File: src/hw/rtl/ieu_pkg.sv
// Shared types, opcodes and constants for the integer execute unit.
package ieu_pkg;

  localparam int unsigned DataW = 32;

  typedef enum logic [5:0] {
    OP_ADD = 6'd0, OP_ADDU = 6'd1, OP_SUB = 6'd2, OP_SUBU = 6'd3, OP_AND = 6'd4,
    OP_OR = 6'd5, OP_XOR = 6'd6, OP_SLT = 6'd7, OP_SLTU = 6'd8, OP_MULT = 6'd9,
    OP_MULTU = 6'd10, OP_DIV = 6'd11, OP_DIVU = 6'd12, OP_MFHI = 6'd13,
    OP_MFLO = 6'd14, OP_MTHI = 6'd15, OP_MTLO = 6'd16, OP_SLL = 6'd17,
    OP_SRL = 6'd18, OP_SRA = 6'd19, OP_SLLV = 6'd20, OP_SRLV = 6'd21,
    OP_SRAV = 6'd22, OP_ADDI = 6'd23, OP_ADDIU = 6'd24, OP_ANDI = 6'd25,
    OP_ORI = 6'd26, OP_XORI = 6'd27, OP_SLTI = 6'd28, OP_SLTIU = 6'd29,
    OP_LUI = 6'd30, OP_BEQ = 6'd31, OP_BNE = 6'd32, OP_BLEZ = 6'd33,
    OP_BGTZ = 6'd34, OP_BLTZ = 6'd35, OP_BGEZ = 6'd36
  } op_t;

  typedef enum logic [1:0] {
    ST_OK = 2'd0, ST_OVF = 2'd1, ST_DIVZ = 2'd2, ST_INVALID = 2'd3
  } status_t;

  typedef enum logic [2:0] {
    S_IDLE, S_ALU, S_MUL, S_DIV, S_FIX, S_DONE
  } state_t;

  // Commands from the controller to the datapath.
  typedef struct packed {
    logic load;      // capture request
    logic alu;       // finish single-cycle op
    logic mul_step;  // one multiplier partial product
    logic div_step;
    logic fix;       // sign fix and HI/LO write of mul/div
  } cmd_t;

  typedef struct packed {
    logic is_mul;
    logic is_div;
    logic last;      // iteration count reached
  } stat_t;

endpackage

File: src/hw/rtl/ieu_ctrl.sv
// Controller sequencing single-cycle, multiply and divide requests.
module ieu_ctrl (
  input  logic            clk,
  input  logic            rst,
  input  logic            in_valid,
  output logic            in_ready,
  output logic            out_valid,
  input  logic            out_ready,
  input  ieu_pkg::stat_t  st,
  output ieu_pkg::cmd_t   cmd
);
  ieu_pkg::state_t state, state_next;

  // Hold state
  always_ff @(posedge clk) begin
    if (rst) state <= ieu_pkg::S_IDLE;
    else state <= state_next;
  end

  // Sequence the request; a finished result can be replaced as it is taken
  always_comb begin
    state_next = state;
    cmd = '0;
    in_ready = 1'b0;
    out_valid = 1'b0;
    unique case (state)
      ieu_pkg::S_IDLE: begin
        in_ready = 1'b1;
      end
      ieu_pkg::S_ALU: begin
        cmd.alu = 1'b1;
        if (st.is_mul) state_next = ieu_pkg::S_MUL;
        else if (st.is_div) state_next = ieu_pkg::S_DIV;
        else state_next = ieu_pkg::S_DONE;
      end
      ieu_pkg::S_MUL: begin
        cmd.mul_step = 1'b1;
        if (st.last) state_next = ieu_pkg::S_FIX;
      end
      ieu_pkg::S_DIV: begin
        cmd.div_step = 1'b1;
        if (st.last) state_next = ieu_pkg::S_FIX;
      end
      ieu_pkg::S_FIX: begin
        cmd.fix = 1'b1;
        state_next = ieu_pkg::S_DONE;
      end
      ieu_pkg::S_DONE: begin
        out_valid = 1'b1;
        in_ready = out_ready;
        if (out_ready) state_next = ieu_pkg::S_IDLE;
      end
      default: state_next = ieu_pkg::S_IDLE;
    endcase
    cmd.load = in_ready && in_valid;
    if (cmd.load) state_next = ieu_pkg::S_ALU;
  end
endmodule

File: src/hw/rtl/ieu_dp.sv
// Datapath: request registers, ALU, shared mul/div unit and HI/LO pair.
module ieu_dp #(
  parameter int unsigned DataW = ieu_pkg::DataW
) (
  input  logic               clk,
  input  logic               rst,
  input  ieu_pkg::cmd_t      cmd,
  output ieu_pkg::stat_t     st,
  input  logic [5:0]         opcode,
  input  logic [DataW-1:0]   operand_a,
  input  logic [DataW-1:0]   operand_b,
  input  logic signed [15:0] immediate,
  input  logic [4:0]         shift_amount,
  input  logic [4:0]         rs_index,
  input  logic [4:0]         rt_index,
  input  logic [4:0]         rd_index,
  output logic [DataW-1:0]   result_value,
  output logic               write_enable,
  output logic               branch_taken,
  output logic signed [17:0] branch_offset,
  output logic [1:0]         status
);
  localparam int unsigned CntW = $clog2(DataW);

  logic [5:0] op;
  logic [DataW-1:0] a, b;
  logic [15:0] imm;
  logic [4:0] sh;
  logic rs0, rt0, rd0;
  logic [DataW-1:0] hi, lo;
  logic [DataW-1:0] ma, mb;
  logic neg_q, neg_r;
  logic [2*DataW-1:0] acc;
  logic [DataW-1:0] rem;
  logic [CntW-1:0] cnt;

  // Capture the request
  always_ff @(posedge clk) begin
    if (cmd.load) begin
      op <= opcode; a <= operand_a; b <= operand_b; imm <= immediate;
      sh <= shift_amount; rs0 <= (rs_index == '0); rt0 <= (rt_index == '0);
      rd0 <= (rd_index == '0);
    end
  end

  // Decode the field checks
  logic invalid;
  always_comb begin
    invalid = 1'b0;
    if (op <= ieu_pkg::OP_SLTU || (op >= ieu_pkg::OP_SLLV && op <= ieu_pkg::OP_SRAV))
      invalid = (sh != '0);
    else if (op <= ieu_pkg::OP_DIVU) invalid = !rd0 || (sh != '0);
    else if (op <= ieu_pkg::OP_MFLO) invalid = !rs0 || !rt0 || (sh != '0);
    else if (op <= ieu_pkg::OP_MTLO) invalid = !rt0 || !rd0 || (sh != '0);
    else if (op <= ieu_pkg::OP_SRA || op == ieu_pkg::OP_LUI) invalid = !rs0;
    else if (op == ieu_pkg::OP_BLEZ || op == ieu_pkg::OP_BGTZ) invalid = !rt0;
    else if (op > ieu_pkg::OP_BGEZ) invalid = 1'b1;
  end

  logic is_mult, is_multu, is_div, is_divu;
  assign is_mult  = (op == ieu_pkg::OP_MULT);
  assign is_multu = (op == ieu_pkg::OP_MULTU);
  assign is_div   = (op == ieu_pkg::OP_DIV);
  assign is_divu  = (op == ieu_pkg::OP_DIVU);
  assign st.is_mul = !invalid && (is_mult || is_multu);
  assign st.is_div = !invalid && (is_div || is_divu) && (b != '0);
  assign st.last = (cnt == CntW'(DataW - 1));

  // Single-cycle ALU
  logic [DataW-1:0] se, ze, res, sum_b, sum, sv;
  logic [4:0] samt;
  logic sub, ovf_chk, we, br, tk, lt_s, lt_u, sra_op;
  logic [1:0] stc;
  always_comb begin
    se = {{(DataW-16){imm[15]}}, imm};
    ze = {{(DataW-16){1'b0}}, imm};
    sub = (op == ieu_pkg::OP_SUB) || (op == ieu_pkg::OP_SUBU);
    sum_b = (op >= ieu_pkg::OP_ADDI) ? se : (sub ? ~b : b);
    sum = a + sum_b + {{(DataW-1){1'b0}}, sub};
    sv = (op == ieu_pkg::OP_SLTI || op == ieu_pkg::OP_SLTIU) ? se : b;
    lt_s = $signed(a) < $signed(sv);
    lt_u = a < sv;
    samt = (op >= ieu_pkg::OP_SLLV) ? a[4:0] : sh;
    sra_op = (op == ieu_pkg::OP_SRA) || (op == ieu_pkg::OP_SRAV);
    ovf_chk = 1'b0; we = 1'b1; br = 1'b0; tk = 1'b0; res = '0;
    stc = ieu_pkg::ST_OK;
    unique case (op)
      ieu_pkg::OP_ADD, ieu_pkg::OP_SUB, ieu_pkg::OP_ADDI: begin
        res = sum; ovf_chk = 1'b1;
      end
      ieu_pkg::OP_ADDU, ieu_pkg::OP_SUBU, ieu_pkg::OP_ADDIU: res = sum;
      ieu_pkg::OP_AND: res = a & b;
      ieu_pkg::OP_OR: res = a | b;
      ieu_pkg::OP_XOR: res = a ^ b;
      ieu_pkg::OP_ANDI: res = a & ze;
      ieu_pkg::OP_ORI: res = a | ze;
      ieu_pkg::OP_XORI: res = a ^ ze;
      ieu_pkg::OP_SLT, ieu_pkg::OP_SLTI: res = {{(DataW-1){1'b0}}, lt_s};
      ieu_pkg::OP_SLTU, ieu_pkg::OP_SLTIU: res = {{(DataW-1){1'b0}}, lt_u};
      ieu_pkg::OP_MFHI: res = hi;
      ieu_pkg::OP_MFLO: res = lo;
      ieu_pkg::OP_SLL, ieu_pkg::OP_SLLV: res = b << samt;
      ieu_pkg::OP_SRL, ieu_pkg::OP_SRLV, ieu_pkg::OP_SRA, ieu_pkg::OP_SRAV:
        res = sra_op ? DataW'($signed(b) >>> samt) : (b >> samt);
      ieu_pkg::OP_LUI: res = {imm, {(DataW-16){1'b0}}};
      ieu_pkg::OP_MULT, ieu_pkg::OP_MULTU, ieu_pkg::OP_MTHI, ieu_pkg::OP_MTLO:
        we = 1'b0;
      ieu_pkg::OP_DIV, ieu_pkg::OP_DIVU: begin
        we = 1'b0;
        if (b == '0) stc = ieu_pkg::ST_DIVZ;
      end
      ieu_pkg::OP_BEQ: begin br = 1'b1; we = 1'b0; tk = (a == b); end
      ieu_pkg::OP_BNE: begin br = 1'b1; we = 1'b0; tk = (a != b); end
      ieu_pkg::OP_BLEZ: begin br = 1'b1; we = 1'b0; tk = a[DataW-1] || (a == '0); end
      ieu_pkg::OP_BGTZ: begin br = 1'b1; we = 1'b0; tk = !a[DataW-1] && (a != '0); end
      ieu_pkg::OP_BLTZ: begin br = 1'b1; we = 1'b0; tk = a[DataW-1]; end
      ieu_pkg::OP_BGEZ: begin br = 1'b1; we = 1'b0; tk = !a[DataW-1]; end
      default: we = 1'b0;
    endcase
    if (ovf_chk && (a[DataW-1] == sum_b[DataW-1]) && (sum[DataW-1] != a[DataW-1]))
      stc = ieu_pkg::ST_OVF;
    if (invalid) stc = ieu_pkg::ST_INVALID;
  end

  // Shift-add multiply / restoring divide on magnitudes, one bit per cycle
  logic [DataW:0] psum;
  logic [DataW:0] trial;
  assign ma = ((is_mult || is_div) && a[DataW-1]) ? -a : a;
  assign psum = {1'b0, acc[2*DataW-1:DataW]} + (acc[0] ? {1'b0, mb} : '0);
  assign trial = {rem, acc[DataW-1]} - {1'b0, mb};

  always_ff @(posedge clk) begin
    if (rst) begin
      hi <= '0; lo <= '0;
    end else if (cmd.alu) begin
      result_value <= (stc == ieu_pkg::ST_OK && we) ? res : '0;
      write_enable <= (stc == ieu_pkg::ST_OK) && we;
      branch_taken <= (stc == ieu_pkg::ST_OK) && br && tk;
      branch_offset <= (stc == ieu_pkg::ST_OK && br) ? {imm, 2'b00} : '0;
      status <= stc;
      if (stc == ieu_pkg::ST_OK && op == ieu_pkg::OP_MTHI) hi <= a;
      if (stc == ieu_pkg::ST_OK && op == ieu_pkg::OP_MTLO) lo <= a;
      neg_q <= (is_mult || is_div) && (a[DataW-1] ^ b[DataW-1]);
      neg_r <= is_div && a[DataW-1];
      mb <= ((is_mult || is_div) && b[DataW-1]) ? -b : b;
      acc <= {{DataW{1'b0}}, ma};
      rem <= '0;
      cnt <= '0;
    end else if (cmd.mul_step) begin
      acc <= {psum, acc[DataW-1:1]};
      cnt <= cnt + 1'b1;
    end else if (cmd.div_step) begin
      if (!trial[DataW]) rem <= trial[DataW-1:0];
      else rem <= {rem[DataW-2:0], acc[DataW-1]};
      acc <= {acc[2*DataW-1:DataW], acc[DataW-2:0], !trial[DataW]};
      cnt <= cnt + 1'b1;
    end else if (cmd.fix) begin
      if (is_mult || is_multu) begin
        hi <= neg_q ? DataW'((-acc) >> DataW) : acc[2*DataW-1:DataW];
        lo <= neg_q ? DataW'(-acc) : acc[DataW-1:0];
      end else begin
        hi <= neg_r ? -rem : rem;
        lo <= neg_q ? -acc[DataW-1:0] : acc[DataW-1:0];
      end
    end
  end
endmodule

File: src/hw/rtl/integer_execute_unit_hi_lo_unit.sv
// Integer execute unit top level: controller plus datapath.
// Single-cycle ops, divide by zero and invalid requests go through the ALU state to the result;
// mult/multu and div/divu then run one bit a cycle, then the sign fix, before the result.
// One request in flight; the next is taken as the result leaves, so a new request
// is never taken while a result waits.
// Reset (rst, synchronous) empties the unit and clears HI and LO.
module integer_execute_unit_hi_lo_unit #(
  parameter int unsigned DataW = ieu_pkg::DataW
) (
  input  logic               clk,
  input  logic               rst,
  input  logic               in_valid,
  output logic               in_ready,
  input  logic [5:0]         opcode,
  input  logic [DataW-1:0]   operand_a,
  input  logic [DataW-1:0]   operand_b,
  input  logic signed [15:0] immediate,
  input  logic [4:0]         shift_amount,
  input  logic [4:0]         rs_index,
  input  logic [4:0]         rt_index,
  input  logic [4:0]         rd_index,
  output logic               out_valid,
  input  logic               out_ready,
  output logic [DataW-1:0]   result_value,
  output logic               write_enable,
  output logic               branch_taken,
  output logic signed [17:0] branch_offset,
  output logic [1:0]         status
);
  ieu_pkg::cmd_t  cmd;
  ieu_pkg::stat_t st;

  ieu_ctrl u_ctrl (
    .clk, .rst, .in_valid, .in_ready, .out_valid, .out_ready, .st, .cmd
  );

  ieu_dp #(.DataW(DataW)) u_dp (
    .clk, .rst, .cmd, .st, .opcode, .operand_a, .operand_b, .immediate,
    .shift_amount, .rs_index, .rt_index, .rd_index, .result_value,
    .write_enable, .branch_taken, .branch_offset, .status
  );
endmodule

File: config.mk
export PLATFORM = sky130hd
export DESIGN_NAME = integer_execute_unit_hi_lo_unit
export DESIGN_NICKNAME = d
export VERILOG_FILES = /design/src/hw/rtl/ieu_pkg.sv /design/src/hw/rtl/ieu_ctrl.sv /design/src/hw/rtl/ieu_dp.sv /design/src/hw/rtl/integer_execute_unit_hi_lo_unit.sv
export SDC_FILE = /design/constraint.sdc
export NUM_CORES = 2
export LEC_CHECK = 0
export BUFFER_PORTS_ARGS = -buffer_cell sky130_fd_sc_hd__buf_2
export CAP_MARGIN = 0
export CORE_MARGIN = 4
export CORE_UTILIZATION = 55
export DETAILED_ROUTE_END_ITERATION = 8
export PLACE_DENSITY = 0.81
export RECOVER_POWER = 100
export SLEW_MARGIN = 20
export SYNTH_ARGS = -nofsm -noshare
export SYNTH_HDL_FRONTEND = slang
export SYNTH_SLANG_ARGS = --single-unit
File: constraint.sdc
create_clock -name clk -period 11.6 [get_ports clk]
set_clock_uncertainty 0.15 [all_clocks]
set_input_delay 2.32 -clock clk [delete_from_list [all_inputs] [get_ports clk]]
set_output_delay 2.32 -clock clk [all_outputs]
set_load 0.01 [all_outputs]
Word level (Yosys, flattened, before mapping)
Cells that the tools add are included.

operators by class
  multiply operators = 0
  shift operators = 3
  magnitude comparators = 11
  equality and inequality tests = 55
  divide/modulo/power cells = 0
  mux-type cells = 60
  reduce and logical (&&, ||, !) cells = 72
  bitwise operators = 10
  add/sub/neg operators = 10

operators by type and width
  kind                                                                    number
  32-bit two-way mux                                                      28
  32-bit case mux with 14 select lines                                    1
  32-bit negation                                                         4
  6-bit by 5-bit equality test with 1-bit output (second input constant)  16
  32-bit zero test                                                        2
  32-bit < comparator                                                     2
  64-bit two-way mux                                                      1
  64-bit negation                                                         1
  32-bit nonzero test                                                     2
  6-bit by 4-bit equality test with 1-bit output (second input constant)  8
  32-bit by 33-bit adder with 33-bit output                               1
  33-bit by 32-bit subtractor with 33-bit output                          1
  32-bit by 1-bit adder with 32-bit output                                1
  32-bit adder                                                            1
  32-bit by 16-bit bitwise AND with 32-bit output                         1
  32-bit bitwise AND                                                      1
  32-bit equality test                                                    1
  32-bit inequality test                                                  1
  32-bit NOT                                                              1
  32-bit by 16-bit OR with 32-bit output                                  1
  32-bit OR                                                               1
  32-bit by 5-bit left shift with 32-bit output                           1
  32-bit by 5-bit right shift with 32-bit output                          1
  32-bit by 5-bit >>> shifter with 32-bit output                          1
  48 further kinds                                                        142

word-level totals
  bits in latches = 0
  memories kept = 0
  word-level logic and storage cells = 246
  ROM bits = 0
  register bits = 350
  memory bits (writable) = 0

Longest topological paths before layout
  depth in word-level cells = 15
  depth in mapped cells = 21

Hierarchy
A second synthesis with hierarchy kept.

unflattened totals
  cell total of the unflattened synthesis = 3347
  area, all modules = 30010.0 µm²

by module, submodules not included
  module    cells each  instances  area an instance (µm²)  sequential area each (µm²)
  ieu_dp    3315        1          29728.5                 9719.3
  ieu_ctrl  32          1          281.5                   60.1

Worst setup path before layout
OpenSTA, ideal clock, no wires.

  path kind = input-to-reg
  start = input port rst
  end = register u_dp.branch_offset[10] (enable)
  required time = 10796 ps
  buffers on the path = 2
  library setup time = 654 ps
  stages = 3
  arrival = 9004 ps
  path slack = 1792 ps
  cell sequence = clkbuf_1 > clkbuf_1 > nor3b_1

between the ends
  longest elaborated chain between the ends = 2

ends and longest elaborated chain
  item                           RTL line                               text
  start: declaration             integer_execute_unit_hi_lo_unit.sv:11  input logic rst,
  1-bit NOT (no line)            -
  2-bit AND reduction (no line)  -
  end signal: assignment         ieu_dp.sv:139                          branch_offset <= (stc == ieu_pkg::ST_OK && br) ? {imm, 2'b00} : '0;
  end: declaration               ieu_dp.sv:20                           output logic signed [17:0] branch_offset,

Every way passes these cells.
A chain may end at the register's enable or synchronous reset.

Worst setup path after layout
  start = register u_dp.op[5]
  end = register u_dp.result_value[18], data pin

between the ends
  longest elaborated chain between the ends = 12
  elaborated cells on any way between the ends = 80
  classes of those cells = add/sub (2); order compare (9); eq/ne (30); shift (3); mux (17); reduce/logical (19)

ends and longest elaborated chain
  item                                                                   RTL line       text
  start: declaration                                                     ieu_dp.sv:25   logic [5:0] op;
  start signal: assignment                                               ieu_dp.sv:40   op <= opcode; a <= operand_a; b <= operand_b; imm <= immediate;
  parallel branches: the longest is 12 deep, another holds 32-bit adder  -
  end signal: assignment                                                 ieu_dp.sv:136  result_value <= (stc == ieu_pkg::ST_OK && we) ? res : '0;
  end: declaration                                                       ieu_dp.sv:17   output logic [DataW-1:0] result_value,

Parallel ways; which one is timed is not known.

==> metrics.md <==
| Metric | Value |
|---|---|
| CTS H-tree lvls | `2` |
| CTS tree | `built` |
| First-pass GRT wire length | `173.4 mm` |
| Comb pwr share | `0.341` |
| Num rows | `86` |
| Fillers | `4944` |
| Synth unique cells | `99` |
| GRT overflow | `0` |
| Register bit total from synthesis | `348` |
| Worst hold path endpoint | `u_dp.lo[26]` |
| Min-Delay Path Class | `flip-flop to flip-flop` |
| NumNets Final | `3898` |
| Area occupied by multi-input gates | `19380 sq um` |
| Die Y | `243.8 um` |
| Fin crit share | `0.6790` |
| Initial core utilization | `0.5549` |
| CTS root buf | `clkbuf_16` |
| Number of flops mapped to enable cells by yosys | `281` |
| Sw power | `1.792 mW` |
| Count of TritonRoute iterations in the first routing pass | `8` |
| Ys flop type | `edfxtp_1` |
| Routed WL per cell | `27.14 um` |
| Routed vias/inst | `6.999` |
| MaxCap Viol Count | `12` |
| Outcome | `finished with violations` |
| Worst hold path stage count | `2` |
| RSZ-0062 raised after global routing | `no` |
| Sequential fraction of the synthesis area | `0.3199` |
| Pint | `2.814 mW` |
| Cell taking the most area after synthesis | `edfxtp_1` |
| Crit-path leading delay family | `compound AO/OA/AOI/OAI gates` |
| Final hold violation count | `0` |
| Worst slew margin | `-1.452` |
| Area growth, synth to finish | `8.489%` |
| Worst reg2reg path depth | `18` |
| Die X-Extent | `243.8 um` |
| WS Path Type | `flip-flop to flip-flop` |
| Post-Synthesis Cells | `3515` |
| CP startpoint kind | `flip-flop` |
| Post-CTS Setup Inserts | `0` |
| Worst path slowest cell | `clkbuf_1` |
| Later-pin clock latency in the skew report | `0.63 ns` |
| Crit-path max cell delay | `1.83 ns` |
| GP Congestion | `1.024` |
| Post_cts resized | `0` |
| Final setup vio count | `0` |
| Antenna Nets Post-Route | `0` |
| Largest net degree at the start of global routing | `94` |
| Register area | `9779 sq um` |
| Starting DRC count in detailed routing | `5309` |
| Initial antenna violation count | `5` |
| Post-synth top area share | `0.2760` |
| Failing checks | `capacitance limit, slew limit` |
| Commonest cells after routing, fill and taps aside | `nand2_1 (341), nor2_1 (329), a21oi_1 (319), edfxtp_1 (281), ha_1 (227)` |
| Worst-path clk slew | `0.07 ns` |
| Mean Syn Cell Area | `8.697 sq um` |
| Vias | `30380` |
| Post-CTS Hold Buffers | `0` |
| Peak supply drop | `0.0001473 V` |
| Worst setup path startpoint | `u_dp.op[5]` |
| Setup crit end kind | `flip-flop` |
| Pwr Density | `138.9 nW/um^2` |
| P_leak | `12.47 nW` |
| Worst Tran Pin Value | `3.678 ns` |
| Total CTS buffers | `42` |
| Top Ports | `166` |
| Core area | `55090 sq um` |
| Setup TNS | `0 ns` |
| Die ar. | `59420 sq um` |
| Worst-path fanout max | `33` |
| RR Startpoint | `u_dp.op[5]` |
| Final min period | `7.876 ns` |
| Synth async-reset ratio | `0` |
| YS warnings | `0` |
| RR Endpoint | `u_dp.result_value[18]` |
| Number of global-route vias before repair | `27330` |
| Arr. time, crit path | `8.17 ns` |
| Drt total wl | `117.8 mm` |
| Main area contributors after synthesis | `edfxtp_1 (28%), ha_1 (9.3%), a21oi_1 (5.3%), dfxtp_1 (4.4%), xnor2_1 (4.4%)` |
| Clock power frac | `0.295` |
| Most common cell after layout, fill and taps aside | `nand2_1` |
| I/O Buffers | `163` |
| WP buf/inv | `2` |
| Total power | `4.606 mW` |
| Remaining DRCs | `0` |
| Clock sinks | `348` |
| Switching share of power | `0.3891` |
| Worst reg-to-reg setup slack | `3.72 ns` |
| Register share of total power | `0.364` |
| Critical hold path startpoint | `u_dp.lo[26]` |
| Clk buf depth | `3` |
| GRT Overall Usage | `0.3791` |
| Share of layout cells above drive strength 1 | `0.09524` |
| FMAX | `0.1270 GHz` |
| Cell Area, Synth | `30570 sq um` |
| Slew Viols, Final | `535` |
| Critical Path RT | `11.90 ns` |
| Post-DP HPWL | `86.31 mm` |
| CP cell instances | `nor2_1 -> nand3_2 -> clkbuf_1 -> xnor2_1 -> nand2_1 -> o21ai_0 -> fa_1 -> a211oi_1 -> o21bai_1 -> o22a_1 -> a221oi_1 -> o211ai_1 -> a21oi_1 -> o211a_1 -> mux2i_1 -> o211ai_2 -> buf_4 -> a31oi_1` |
-- sequential cells by signal, indices dropped and copies added (netlist names) --
| signal | flops |
|---|---|
| u_dp.branch_taken | 1 |
| u_dp.branch_offset | 16 |
| u_dp.op | 6 |
| u_dp.result_value | 32 |
| u_dp.mb | 32 |
| u_ctrl.state | 3 |
| u_dp.rem | 32 |
| u_dp.write_enable | 1 |
| u_dp.imm | 16 |
| u_dp.sh | 5 |
| u_dp.lo | 32 |
| u_dp.rd0 | 1 |
| u_dp.rt0 | 1 |
| u_dp.neg_r | 1 |
| u_dp.cnt | 5 |
| u_dp.status | 2 |
| u_dp.neg_q | 1 |
| u_dp.rs0 | 1 |
| u_dp.acc | 64 |
| u_dp.hi | 32 |
| u_dp.b | 32 |
| u_dp.a | 32 |
-- worst max-delay path by stage --
stage	cells past startpoint	to	slack, ns
floorplan	3	u_dp.branch_offset[10]	1.79
global placement	18	u_dp.result_value[9]	5.97
detailed placement	18	u_dp.result_value[0]	5.80
CTS	18	u_dp.result_value[21]	5.80
global route	18	u_dp.result_value[0]	3.41
finish	18	u_dp.result_value[18]	3.72
-- area by class of cell --
| class | count | area share |
|---|---|---|
| multi-input cells | 2803 | 0.5845 |
| clock inverters | 29 | 0.008149 |
| diodes | 2 | 0.0001509 |
| inverters | 141 | 0.01596 |
| well taps | 748 | 0.02822 |
| repair buffers | 221 | 0.03448 |
| clock buffers | 49 | 0.03369 |
| flip-flops and latches | 348 | 0.2949 |
-- cells in the mapped netlist (85+ instances only) --
cell / count
inv_1: 129
clkbuf_1: 156
nand2_1: 342
nor3_1: 87
xnor2_1: 152
xor2_1: 85
o21ai_0: 220
nand3_1: 85
nor2_1: 335
edfxtp_1: 281
ha_1: 227
a21oi_1: 324
-- per-layer routing --
metal	wire (um)	global-route usage	vias to the layer above
li1	-	-	13240
met4	8778	0.2111	4
met1	44590	0.5252	14190
met3	17100	0.1030	509
met2	47340	0.5358	2438
met5	14	0	-
-- worst min-delay path: stages, from the launching register on --
cell and delay [ns]:
dfxtp_1 0.31, nand2_1 0.05, a21oi_1 0.05
-- power by group through the flow --
stage / clock network, mW / registers, mW / logic, mW
finish: 1.36 / 1.68 / 1.57
global route: 1.42 / 1.67 / 1.69
detailed placement: 0 / 1.68 / 1.51
floorplan: 0 / 1.59 / 1.12
global placement: 0 / 1.68 / 1.49
CTS: 1.36 / 1.65 / 1.52
-- metrics by stage --
stage	cell area, sq um	setup slack (ns)	cells	hold WS [ns]	util
6_report	33170	3.724	4341	0.3088	0.6020
5_1_grt	33160	3.407	4339	0.3245	0.6019
4_1_cts	33360	5.800	4338	0.3101	0.6055
3_5_place_dp	31970	5.796	4260	0.3013	0.5803
3_3_place_gp	31960	5.966	4260	0.2936	0.5802
2_1_floorplan	30570	1.792	3516	0.2812	-
-- logic make-up after synthesis --
family | after synthesis | share of synthesized area
simple gates | 1118 | 0.1729
compound gates | 1087 | 0.2303
buf+inv | 365 | 0.04789
flops | 348 | 0.3199
xor+xnor | 237 | 0.06790
fa+ha+maj | 231 | 0.09553
mux | 128 | 0.06540
other cells | 1 | 0.0001227
No activity file was read; power rests on OpenSTA's default activity.
